### src/indexed_list_insert_remove_reverse_core_assert.svh
// Assertion macros for the indexed list core.
// Included by the RTL files that carry concurrent checks; expects clk and rst in scope.
`ifndef INDEXED_LIST_INSERT_REMOVE_REVERSE_CORE_ASSERT_SVH
`define INDEXED_LIST_INSERT_REMOVE_REVERSE_CORE_ASSERT_SVH

// Same-cycle implication, checked outside reset
`define IDXL_ASSERT_NOW(lbl, ante, cons, msg) \
  lbl: assert property (@(posedge clk) disable iff (rst) (ante) |-> (cons)) else $error(msg);

// Next-cycle implication, checked outside reset
`define IDXL_ASSERT_NEXT(lbl, ante, cons, msg) \
  lbl: assert property (@(posedge clk) disable iff (rst) (ante) |=> (cons)) else $error(msg);

`endif

### src/idxlist_pkg.sv
// Shared constants and types for the indexed list core.
// No dependencies; imported by indexed_list_insert_remove_reverse_core.
`default_nettype none

package idxlist_pkg;

  // Storage size and derived widths
  localparam int DEPTH  = 16;
  localparam int ADDR_W = (DEPTH > 1) ? $clog2(DEPTH) : 1;
  localparam int CNT_W  = $clog2(DEPTH + 1);

  // Field widths
  localparam int KIND_W   = 2;
  localparam int IDX_W    = 7;
  localparam int VAL_W    = 32;
  localparam int STATUS_W = 3;
  localparam int POS_W    = 6;
  localparam int COUNT_W  = 7;

  // Stream packing
  localparam int S_TDATA_W = 40;
  localparam int M_TDATA_W = 48;
  localparam int M_PAD_W   = M_TDATA_W - (VAL_W + POS_W + COUNT_W);

  // Operation codes carried on the request tuser
  typedef enum logic [KIND_W-1:0] {
    OP_INSERT  = 2'd0,
    OP_REMOVE  = 2'd1,
    OP_REVERSE = 2'd2,
    OP_LIST    = 2'd3
  } op_t;

  // Result status codes carried on the result tuser
  typedef enum logic [STATUS_W-1:0] {
    STAT_DONE  = 3'd0,
    STAT_BAD   = 3'd1,
    STAT_FULL  = 3'd2,
    STAT_ELEM  = 3'd3,
    STAT_EMPTY = 3'd4
  } status_t;

  // Sequencer states
  typedef enum logic [2:0] {
    S_IDLE,
    S_SHIFT_INS,
    S_INS_PUT,
    S_SHIFT_REM,
    S_EMIT,
    S_LIST
  } state_t;

endpackage

`default_nettype wire

### src/indexed_list_insert_remove_reverse_core.sv
// Indexed list core: ordered list of signed 32-bit values kept in one synchronous memory.
// Depends on idxlist_pkg and indexed_list_insert_remove_reverse_core_assert.svh.
//
// The block holds up to DEPTH values in a one-read, one-write memory with a registered
// read port, plus an element count and an orientation flag. A request (kind on tuser)
// inserts, removes, reverses or lists. Reverse only flips the orientation flag and
// then reports, like an ignored or full request. Insert and remove move the stored
// values one entry per cycle through the memory port (a remove moves at most count-1
// elements). A list request yields one result per element, back to back while the
// result side takes them. A new request is taken once the previous one has placed
// its last result in the output register; that register parts the sides.
// The memory needs no clearing pass: only entries below the count are ever read.
`default_nettype none

`include "indexed_list_insert_remove_reverse_core_assert.svh"

module indexed_list_insert_remove_reverse_core
  import idxlist_pkg::*;
(
  input  wire logic                  clk,
  input  wire logic                  rst,
  // request channel
  input  wire logic                  s_tvalid,
  output      logic                  s_tready,
  input  wire logic [S_TDATA_W-1:0]  s_tdata,   // list_index[6:0], value[38:7], zero pad
  input  wire logic [KIND_W-1:0]     s_tuser,   // kind[1:0]
  // result channel
  output      logic                  m_tvalid,
  input  wire logic                  m_tready,
  output      logic [M_TDATA_W-1:0]  m_tdata,   // element[31:0], position[37:32],
                                                // count[44:38], zero pad
  output      logic [STATUS_W-1:0]   m_tuser,   // status[2:0]
  output      logic                  m_tlast
);

  // Value storage
  logic [VAL_W-1:0]  mem [DEPTH];
  logic              re;
  logic [ADDR_W-1:0] raddr;
  logic [VAL_W-1:0]  rdata;
  logic              we;
  logic [ADDR_W-1:0] waddr;
  logic [VAL_W-1:0]  wdata;

  // Control and working registers
  state_t            state, state_next;
  logic [CNT_W-1:0]  elem_count, elem_count_next;
  logic              rev, rev_next;
  logic [ADDR_W-1:0] ptr, ptr_next;
  logic [ADDR_W-1:0] tgt, tgt_next;
  logic [ADDR_W-1:0] pos, pos_next;
  logic [VAL_W-1:0]  ins_val, ins_val_next;
  status_t           st, st_next;

  // Output register
  logic                out_valid_next;
  logic [VAL_W-1:0]    out_element, out_element_next;
  logic [POS_W-1:0]    out_position, out_position_next;
  logic [COUNT_W-1:0]  out_count, out_count_next;
  status_t             out_status, out_status_next;
  logic                out_last, out_last_next;
  logic                load_out;
  logic                out_free;

  // Request decode
  logic [IDX_W-1:0]  list_index;
  logic [VAL_W-1:0]  value;
  op_t               kind;
  logic              idx_end;
  logic              idx_in;
  logic [CNT_W-1:0]  idx_low;
  logic [CNT_W-1:0]  q_ins;
  logic [CNT_W-1:0]  q_rem;
  logic              is_full;
  logic [CNT_W-1:0]  phys_first;
  logic [CNT_W-1:0]  pos_inc;
  logic [CNT_W-1:0]  phys_next;

  assign list_index = s_tdata[IDX_W-1:0];
  assign value      = s_tdata[IDX_W +: VAL_W];
  assign kind       = op_t'(s_tuser);

  // Classify the index against the current count
  assign idx_end = &list_index;
  assign idx_in  = !list_index[IDX_W-1] &&
                   (COUNT_W'(list_index[IDX_W-2:0]) < COUNT_W'(elem_count));
  assign idx_low = CNT_W'(list_index[IDX_W-2:0]);
  assign is_full = (elem_count == CNT_W'(DEPTH));

  // Map logical positions to physical entries; a reversed list runs from the top down
  always_comb begin
    if (rev) begin
      q_ins = idx_end ? '0 : elem_count - idx_low;
      q_rem = idx_end ? '0 : elem_count - CNT_W'(1) - idx_low;
    end else begin
      q_ins = idx_end ? elem_count : idx_low;
      q_rem = idx_end ? elem_count - CNT_W'(1) : idx_low;
    end
  end

  assign phys_first = rev ? elem_count - CNT_W'(1) : '0;
  assign pos_inc    = CNT_W'(pos) + CNT_W'(1);
  assign phys_next  = rev ? elem_count - CNT_W'(1) - pos_inc : pos_inc;

  assign out_free = !m_tvalid || m_tready;

  // Next state, memory controls and register updates
  always_comb begin
    state_next        = state;
    elem_count_next   = elem_count;
    rev_next          = rev;
    ptr_next          = ptr;
    tgt_next          = tgt;
    pos_next          = pos;
    ins_val_next      = ins_val;
    st_next           = st;
    s_tready          = 1'b0;
    re                = 1'b0;
    raddr             = '0;
    we                = 1'b0;
    waddr             = ptr;
    wdata             = rdata;
    load_out          = 1'b0;
    out_element_next  = out_element;
    out_position_next = out_position;
    out_count_next    = out_count;
    out_status_next   = out_status;
    out_last_next     = out_last;

    case (state)
      S_IDLE: begin
        s_tready = 1'b1;
        if (s_tvalid) begin
          ins_val_next = value;
          st_next      = STAT_DONE;
          state_next   = S_EMIT;
          case (kind)
            OP_INSERT: begin
              if (!(idx_end || idx_in)) begin
                st_next = STAT_BAD;
              end else if (is_full) begin
                st_next = STAT_FULL;
              end else begin
                elem_count_next = elem_count + CNT_W'(1);
                tgt_next        = q_ins[ADDR_W-1:0];
                ptr_next        = elem_count[ADDR_W-1:0];
                if (q_ins == elem_count) begin
                  state_next = S_INS_PUT;
                end else begin
                  // fetch the top element; it moves up one entry
                  re         = 1'b1;
                  raddr      = ADDR_W'(elem_count - CNT_W'(1));
                  state_next = S_SHIFT_INS;
                end
              end
            end
            OP_REMOVE: begin
              if (elem_count == '0 || !(idx_end || idx_in)) begin
                st_next = STAT_BAD;
              end else begin
                elem_count_next = elem_count - CNT_W'(1);
                ptr_next        = q_rem[ADDR_W-1:0];
                if (q_rem != elem_count - CNT_W'(1)) begin
                  // fetch the entry above the hole
                  re         = 1'b1;
                  raddr      = ADDR_W'(q_rem + CNT_W'(1));
                  state_next = S_SHIFT_REM;
                end
              end
            end
            OP_REVERSE: begin
              rev_next = !rev;
            end
            OP_LIST: begin
              if (elem_count == '0) begin
                st_next = STAT_EMPTY;
              end else begin
                re         = 1'b1;
                raddr      = phys_first[ADDR_W-1:0];
                pos_next   = '0;
                state_next = S_LIST;
              end
            end
            default: begin
              state_next = S_EMIT;
            end
          endcase
        end
      end

      // Move entries up, from the top down to the insert point
      S_SHIFT_INS: begin
        we    = 1'b1;
        waddr = ptr;
        wdata = rdata;
        if (ptr == tgt + ADDR_W'(1)) begin
          state_next = S_INS_PUT;
        end else begin
          re       = 1'b1;
          raddr    = ptr - ADDR_W'(2);
          ptr_next = ptr - ADDR_W'(1);
        end
      end

      // Drop the new value into the opened entry
      S_INS_PUT: begin
        we         = 1'b1;
        waddr      = tgt;
        wdata      = ins_val;
        state_next = S_EMIT;
      end

      // Move entries down over the removed one
      S_SHIFT_REM: begin
        we    = 1'b1;
        waddr = ptr;
        wdata = rdata;
        if (CNT_W'(ptr) + CNT_W'(1) == elem_count) begin
          state_next = S_EMIT;
        end else begin
          re       = 1'b1;
          raddr    = ptr + ADDR_W'(2);
          ptr_next = ptr + ADDR_W'(1);
        end
      end

      // Present the single result of this request
      S_EMIT: begin
        if (out_free) begin
          load_out          = 1'b1;
          out_element_next  = '0;
          out_position_next = '0;
          out_count_next    = COUNT_W'(elem_count);
          out_status_next   = st;
          out_last_next     = 1'b1;
          state_next        = S_IDLE;
        end
      end

      // Stream elements; read the next one as the current one is loaded
      S_LIST: begin
        if (out_free) begin
          load_out          = 1'b1;
          out_element_next  = rdata;
          out_position_next = POS_W'(pos);
          out_count_next    = COUNT_W'(elem_count);
          out_status_next   = STAT_ELEM;
          out_last_next     = (pos_inc == elem_count);
          if (pos_inc == elem_count) begin
            state_next = S_IDLE;
          end else begin
            re       = 1'b1;
            raddr    = phys_next[ADDR_W-1:0];
            pos_next = pos + ADDR_W'(1);
          end
        end
      end

      default: begin
        state_next = S_IDLE;
      end
    endcase

    out_valid_next = load_out || (m_tvalid && !m_tready);
  end

  // Memory write port
  always_ff @(posedge clk) begin
    if (we) begin
      mem[waddr] <= wdata;
    end
  end

  // Memory read port, data registered; the sweeps never read the entry being written
  always_ff @(posedge clk) begin
    if (re) begin
      rdata <= mem[raddr];
    end
  end

  // Control registers
  always_ff @(posedge clk) begin
    if (rst) begin
      state      <= S_IDLE;
      elem_count <= '0;
      rev        <= 1'b0;
      m_tvalid   <= 1'b0;
    end else begin
      state      <= state_next;
      elem_count <= elem_count_next;
      rev        <= rev_next;
      m_tvalid   <= out_valid_next;
    end
  end

  // Working and output payload registers
  always_ff @(posedge clk) begin
    ptr          <= ptr_next;
    tgt          <= tgt_next;
    pos          <= pos_next;
    ins_val      <= ins_val_next;
    st           <= st_next;
    out_element  <= out_element_next;
    out_position <= out_position_next;
    out_count    <= out_count_next;
    out_status   <= out_status_next;
    out_last     <= out_last_next;
  end

  // Drive the result channel
  assign m_tdata = {{M_PAD_W{1'b0}}, out_count, out_position, out_element};
  assign m_tuser = out_status;
  assign m_tlast = out_last;

  // Checks
  `IDXL_ASSERT_NOW(a_count_bound, 1'b1, elem_count <= CNT_W'(DEPTH),
                   "element count exceeds storage depth")
  `IDXL_ASSERT_NOW(a_write_state, we,
                   state == S_SHIFT_INS || state == S_INS_PUT || state == S_SHIFT_REM,
                   "memory written outside an insert or remove sweep")
  `IDXL_ASSERT_NOW(a_no_collide, re && we, raddr != waddr,
                   "sweep reads the entry it writes in the same cycle")
  `IDXL_ASSERT_NEXT(a_count_step, 1'b1,
                    elem_count == $past(elem_count) ||
                    elem_count == $past(elem_count) + CNT_W'(1) ||
                    elem_count == $past(elem_count) - CNT_W'(1),
                    "element count moved by more than one")

endmodule

`default_nettype wire

### config.mk
export PLATFORM = sky130hd
export DESIGN_NAME = indexed_list_insert_remove_reverse_core
export DESIGN_NICKNAME = d
export VERILOG_FILES = /design/src/idxlist_pkg.sv /design/src/indexed_list_insert_remove_reverse_core.sv
export VERILOG_INCLUDE_DIRS = /design/src /design/src/src
export SDC_FILE = /design/constraint.sdc
export NUM_CORES = 1
export LEC_CHECK = 0
export ABC_AREA = 1
export ABC_CLOCK_PERIOD_IN_PS = 10100
export BUFFER_PORTS_ARGS = -buffer_cell sky130_fd_sc_hd__buf_2
export CELL_PAD_IN_SITES_DETAIL_PLACEMENT = 2
export CELL_PAD_IN_SITES_GLOBAL_PLACEMENT = 2
export CORE_MARGIN = 2
export CORE_UTILIZATION = 45
export CTS_CLUSTER_DIAMETER = 120
export CTS_CLUSTER_SIZE = 10
export DETAILED_ROUTE_END_ITERATION = 7
export PLACE_DENSITY_LB_ADDON = 0.1
export SETUP_SLACK_MARGIN = 0.02
export SLEW_MARGIN = 15
export SYNTH_ARGS = -nofsm -noshare
export SYNTH_HDL_FRONTEND = slang
export SYNTH_SLANG_ARGS = --single-unit
### constraint.sdc
create_clock -name clk -period 10.1 [get_ports clk]
set_clock_uncertainty 0.1 [all_clocks]
set_input_delay 1.01 -clock clk [delete_from_list [all_inputs] [get_ports clk]]
set_output_delay 1.01 -clock clk [all_outputs]
set_load 0.005 [all_outputs]
==> results of run 1 <==
-- final cells by class --
cell class / instances / area [um2] / share of cell area [%]
Timing Repair Buffer: 126 / 718 / 2.19
Inverter: 463 / 1750 / 5.33
Clock buffer: 87 / 1960 / 6.00
Clock inverter: 5 / 91.3 / 0.279
Tap cell: 855 / 1070 / 3.27
Sequential cell: 646 / 19300 / 58.9
Multi-Input combinational cell: 1524 / 7860 / 24.0
-- through the flow --
stage                     hold WS (ns)  util (%)  total power [W]  cells  area [um2]
after CTS                        0.399      50.5          0.00567   3706       32700
final                            0.400      50.6          0.00563   3706       32700
after global routing             0.421      50.6          0.00577   3706       32700
after detailed placement         0.384      47.3          0.00324   3614       30600
after global placement           0.376      47.3          0.00322   3614       30600
after floorplan                  0.329         -          0.00314   2788       29500
-- worst max path at each step --
stage	end	depth (start not counted)	startpoint	slack (ns)
3_3_place_gp	rdata[27]$_DFFE_PP_	27	s_tdata[0]	3.77
6_report	rdata[26]$_DFFE_PP_	26	elem_count[1]$_SDFFE_PP0P_	3.58
5_1_grt	rdata[20]$_DFFE_PP_	26	elem_count[1]$_SDFFE_PP0P_	3.08
4_1_cts	rdata[26]$_DFFE_PP_	26	elem_count[1]$_SDFFE_PP0P_	3.54
2_1_floorplan	rdata[0]$_DFFE_PP_	6	s_tvalid	5.42
3_5_place_dp	rdata[30]$_DFFE_PP_	27	s_tdata[0]	3.56
-- sequential cells by signal (all words and copies together), names as in the netlist, 5 cells and up --
| register | cells |
|---|---|
| out_element | 32 |
| elem_count | 5 |
| ins_val | 32 |
| out_count | 5 |
| mem | 512 |
| rdata | 32 |
-- cells in the mapped netlist (2+ instances only) --
| master | number |
|---|---|
| o21ai_1 | 3 |
| clkbuf_1 | 36 |
| buf_6 | 16 |
| a211oi_1 | 2 |
| xor2_1 | 11 |
| nor2_1 | 127 |
| o22ai_1 | 8 |
| a21oi_2 | 2 |
| fa_1 | 4 |
| nand3_2 | 4 |
| nor4_1 | 2 |
| a21oi_1 | 56 |
| nor2_4 | 2 |
| buf_4 | 27 |
| buf_2 | 76 |
| nand3b_1 | 97 |
| inv_2 | 9 |
| clkinv_1 | 2 |
| nand3_1 | 625 |
| nor2_2 | 6 |
| or2_2 | 4 |
| inv_1 | 452 |
| edfxtp_1 | 636 |
| nand4_1 | 5 |
| dfxtp_1 | 10 |
| a31oi_1 | 2 |
| o21ai_0 | 23 |
| nand2_2 | 4 |
| nand2_1 | 473 |
| o211ai_1 | 4 |
| ha_1 | 27 |
| nor3_1 | 5 |
| xnor2_1 | 9 |
| nand2_4 | 2 |
-- logic make-up (layout without fill, tap and decap cells) --
group	Yosys count	count (layout)	share of synthesized area, %
AND/OR/NAND/NOR	1357	1357	21.5
flip-flops	646	646	65.4
buffers and inverters	618	681	8.93
AO/OA/AOI/OAI	108	108	2.05
adder cells (fa/ha/maj)	31	31	1.42
XOR/XNOR	21	21	0.649
other	1	7	0.0127
-- routing by layer --
layer | routed length, um | vias to the layer above | track usage (%)
met3 | 4930 | 189 | 3.91
met2 | 50800 | 604 | 52.6
met4 | 3130 | 0 | 10.0
li1 | - | 9405 | -
met5 | 0 | - | 0
met1 | 40700 | 11200 | 37.8
-- power by group --
part           internal, W  leakage [nW]  switching (W)
sequential         0.00296          5.85      0.0000172
clock              0.00139          1.00        0.00107
combinational    0.0000599          6.27       0.000148
-- worst max-delay path, cell delays in order, from the launching register on --
cell and delay, ns:
dfxtp_1 0.65, inv_2 0.24, ha_1 0.29, inv_1 0.07, nand2_1 0.05, nand2_1 0.20
inv_1 0.15, ha_1 0.36, a21oi_1 0.21, nand2_1 0.07, nand2_1 0.06, nand3_1 0.12
nand2_2 0.13, nand2_1 0.06, nand2_1 0.07, nor2_2 0.05, nand3_2 0.09, nand3_1 0.10
nand2_2 0.14, nand2_8 0.49, nand2_8 1.05, buf_4 0.70, nand2_1 0.17, nand3_1 0.13
nand3_1 0.14, nand3_1 0.18, nand2_1 0.07
==> results.cfg, run 1 <==
[outcome]
status = finished clean

[placed_design]
pre_cts_ws_ns = 3.56
hpwl_um = 56300
gp_congestion = 0.800
port_buffers = 91

[drt]
wirelength_um = 99600
first_iter_violations = 1706
viasPerCell = 5.77
route.detailed.drc = 0
dr.pass1.iters = 5
post_drt_wl_per_cell_um = 26.9
final_antenna_net_count = 0
vias = 21400

[floorplan]
core-area_um2 = 64700
rows = 93
io_pins = 100
initial_core_util_pct = 45.6
die_area_um2 = 67600
die_x_um = 260
fp.dieH_um = 260

[clock_network]
cts_tree = done
clk_pin_slew_ns = 0.06
post_cts_buffers = 0
cts.htree.levels = 3
ctsHoldBuffers = 0
clockBufferDepth = 3
root_buffer = clkbuf_16
ctsResizeCount = 0
clk_latency_ns = 0.63
cts_sinks = 646
numCtsBuffers = 74

[yosys]
yosysUniqueCellTypes = 45
ys_seq_area_share_pct = 65.4
synth_warnings = 0
synth_edf_count = 636
yosysTopAreaCell = edfxtp_1
syn_area_um2 = 29500
synth_top_cell_area_share_pct = 64.7
synth_top_flop_cell = edfxtp_1
syn_avg_cell_area_um2 = 10.6
synthArstFlopShare_pct = 0
synthTopCellsByArea = edfxtp_1 (65%), nand3_1 (11%), nand2_1 (6.0%), inv_1 (5.7%), nand3b_1 (2.5%)
ys_ff_latch = 646
synthCells = 2782

[worst_hold_path]
holdCritPathClass = register to register
holdPathEnd = state[0]$_SDFFE_PP0P_
hold_depth = 2
holdCritStartpoint = state[0]$_SDFFE_PP0P_

[critical_path]
endpoint_kind = register
r2r_cells = 26
cp-start-kind = register
r2r_start = elem_count[1]$_SDFFE_PP0P_
rrSetupSlack_ns = 3.58
critPathKind = register to register
timing.rr.end = rdata[26]$_DFFE_PP_
worst_ep_arrival_time_ns = 6.80
cp_max_fo = 152
worstPathRequired_ns = 10.38

[final_layout]
final_layout_size_suffix_gt1_share_pct = 9.93
fillers = 6565
layout_commonest_cell = edfxtp_1
nets = 2912
layout_common_cells = edfxtp_1 (636), nand3_1 (623), nand2_1 (471)
diodes = 0
syn_to_final_growth_pct = 11.0

[timing]
worst-slew-pin-transition_ns = 1.25
setup_viol = 0
tns_ns = 0
finalHoldViolCount = 0
slew_headroom_pct = 16.9
setup_ws_ns = 3.58
fin_crit_ns = 6.52
rsz0062_at_grt = no
min_period_over_period_pct = 64.5
fmaxAchievable_mhz = 153
maxSlewViolCount = 0

[global_route]
grt_pass1_vias = 23900
grt_max_degree = 153
antenna_found_initial = 0
overflow = 0
grt_first_pass_wirelength_um = 149000
grt_util_all_layers_pct = 29.8

[power_and_ir_drop]
leakagePower_nw = 13.1
irDropWorstVdd_mv = 0.129
pwr_density_cell_nw_per_um2 = 172

[flow_run]
cap_violations = 0
No activity file was read; power rests on OpenSTA's default activity.
==> inputs of run 2 (changes only) <==
--- a/config.mk
+++ b/config.mk
@@ -7,12 +7,12 @@
 export NUM_CORES = 1
 export LEC_CHECK = 0
 export ABC_AREA = 1
-export ABC_CLOCK_PERIOD_IN_PS = 10100
+export ABC_CLOCK_PERIOD_IN_PS = 6650
 export BUFFER_PORTS_ARGS = -buffer_cell sky130_fd_sc_hd__buf_2
 export CELL_PAD_IN_SITES_DETAIL_PLACEMENT = 2
 export CELL_PAD_IN_SITES_GLOBAL_PLACEMENT = 2
 export CORE_MARGIN = 2
-export CORE_UTILIZATION = 45
+export CORE_UTILIZATION = 42
 export CTS_CLUSTER_DIAMETER = 120
 export CTS_CLUSTER_SIZE = 10
 export DETAILED_ROUTE_END_ITERATION = 7
==> constraint.sdc (replaced) <==
create_clock -name clk -period 6.65 [get_ports clk]
set_clock_uncertainty 0.1 [all_clocks]
set_input_delay 0.665 -clock clk [delete_from_list [all_inputs] [get_ports clk]]
set_output_delay 0.665 -clock clk [all_outputs]
set_load 0.005 [all_outputs]
==> results.cfg, run 2 (same netlist as run 1, synthesis figures left out) <==
[outcome]
status = finished clean

[placed_design]
gp_congestion = 0.793
port_buffers = 91
hpwl_um = 56100

[clock_network]
ctsResizeCount = 0
cts_tree = done
clk_latency_ns = 0.63
cts_sinks = 646
root_buffer = clkbuf_16
clk_pin_slew_ns = 0.06
clockBufferDepth = 3
post_cts_buffers = 0
cts.htree.levels = 3
numCtsBuffers = 74
ctsHoldBuffers = 0

[critical_path]
worstPathRequired_ns = 6.90
max_stage_delay_ns = 0.77
worst_path_most_repeated_cell = nand2_1
crit_slowest_cell = dfxtp_1
r2r_start = elem_count[2]$_SDFFE_PP0P_
worstSetupStartpoint = elem_count[2]$_SDFFE_PP0P_
endpoint_kind = register
cp-start-kind = register
path_cells = inv_2 > nand2_1 > nand2_1 > inv_1 > ha_1 > a21oi_1 > nand2_1 > nand2_1 > nand3_1 > nand2_2 > nand2_1 > nand2_1 > nor2_2 > nand3_2 > nand3_1 > nand2_2 > nand2_8 > nand2_8 > buf_12 > nand2_1 > nand3_1 > nand3_1 > nand3_1 > nand2_1
worst_ep_arrival_time_ns = 5.52
rrSetupSlack_ns = 1.39
critPathKind = register to register
timing.rr.end = rdata[4]$_DFFE_PP_
cp_max_fo = 58
r2r_cells = 24

[global_route]
grt_util_all_layers_pct = 27.4
overflow = 0
antenna_found_initial = 1
grt_pass1_vias = 23500
grt_max_degree = 154
grt_first_pass_wirelength_um = 146000

[timing]
fmaxAchievable_mhz = 190
worst-slew-pin-transition_ns = 1.20
tns_ns = 0
fin_crit_ns = 5.26
setup_viol = 0
slew_headroom_pct = 19.9
maxSlewViolCount = 0
rsz0062_at_grt = no
finalHoldViolCount = 0
min_period_over_period_pct = 79.1
fin_hold_ws_ns = 0.111

[drt]
final_antenna_net_count = 0
vias = 21000
dr.pass1.iters = 5
post_drt_wl_per_cell_um = 25.5
viasPerCell = 5.53
first_iter_violations = 1381
wirelength_um = 96900
route.detailed.drc = 0

[floorplan]
core-area_um2 = 69800
io_pins = 100
initial_core_util_pct = 42.3
fp.dieH_um = 269
die_area_um2 = 72400
die_x_um = 269
rows = 97

[power_and_ir_drop]
leakagePower_nw = 13.2
pwr_density_cell_nw_per_um2 = 257
irDropWorstVdd_mv = 0.233

[final_layout]
diodes = 0
regMostFlops = mem
layout_common_cells = edfxtp_1 (636), nand3_1 (623), nand2_1 (471)
syn_to_final_growth_pct = 12.0
layout_commonest_cell = edfxtp_1
nets = 2925
largest_reg_flops = 512
final_layout_size_suffix_gt1_share_pct = 10.3

[flow_run]
cap_violations = 0

[worst_hold_path]
holdPathEnd = ins_val[12]$_DFFE_PP_
hold_depth = 1
holdCritPathClass = primary input to register
holdCritStartpoint = s_tdata[19]
## run 2: through the flow
stage | worst slack [ns] | utilization (%) | std cells | total power [W] | instance area [um2]
2_1_floorplan | 2.22 | - | 2788 | 0.00477 | 29500
3_3_place_gp | 1.64 | 44.4 | 3712 | 0.00489 | 31000
3_5_place_dp | 1.44 | 44.4 | 3712 | 0.00491 | 31000
4_1_cts | 1.37 | 47.3 | 3803 | 0.00856 | 33000
5_1_grt | 1.08 | 47.4 | 3803 | 0.00872 | 33100
6_report | 1.39 | 47.4 | 3803 | 0.00848 | 33100
## run 2: layout make-up
type	count	area, um2
multi-input cells	1524	7860
repair buffers	139	953
well taps	940	1180
clock buffers	85	1910
flip-flops and latches	646	19300
clock inverters	6	100
fillers	7150	36700
inverters	463	1750
## run 2: per-layer routing
layer / GRT usage, % / part of all wire (%)
met5: 0 / 0
met4: 6.61 / 2.0
met3: 3.56 / 4.2
met2: 49.5 / 52
met1: 34.7 / 42
## run 2: worst max-delay path by stage
stage / end / cells after the start
after CTS: rdata[4]$_DFFE_PP_ / 24
after global placement: rdata[24]$_DFFE_PP_ / 24
after floorplan: rdata[0]$_DFFE_PP_ / 9
after global routing: rdata[4]$_DFFE_PP_ / 24
after detailed placement: rdata[4]$_DFFE_PP_ / 24
final: rdata[4]$_DFFE_PP_ / 24
## run 2: critical path: cells and delay by family, from the launching register on
| kind | cells | cell delay (ns) |
|---|---|---|
| AND/OR/NAND/NOR | 19 | 2.62 |
| buffers and inverters | 3 | 0.82 |
| flip-flops | 1 | 0.77 |
| adder cells (fa/ha/maj) | 1 | 0.32 |
| AO/OA/AOI/OAI | 1 | 0.26 |
## run 2: report_power, final
part / total [W] / internal (W) / switching, W
Clock: 0.00365 / 0.00206 / 0.00159
Combinational: 0.000315 / 0.0000933 / 0.000222
Sequential: 0.00451 / 0.00449 / 0.0000242
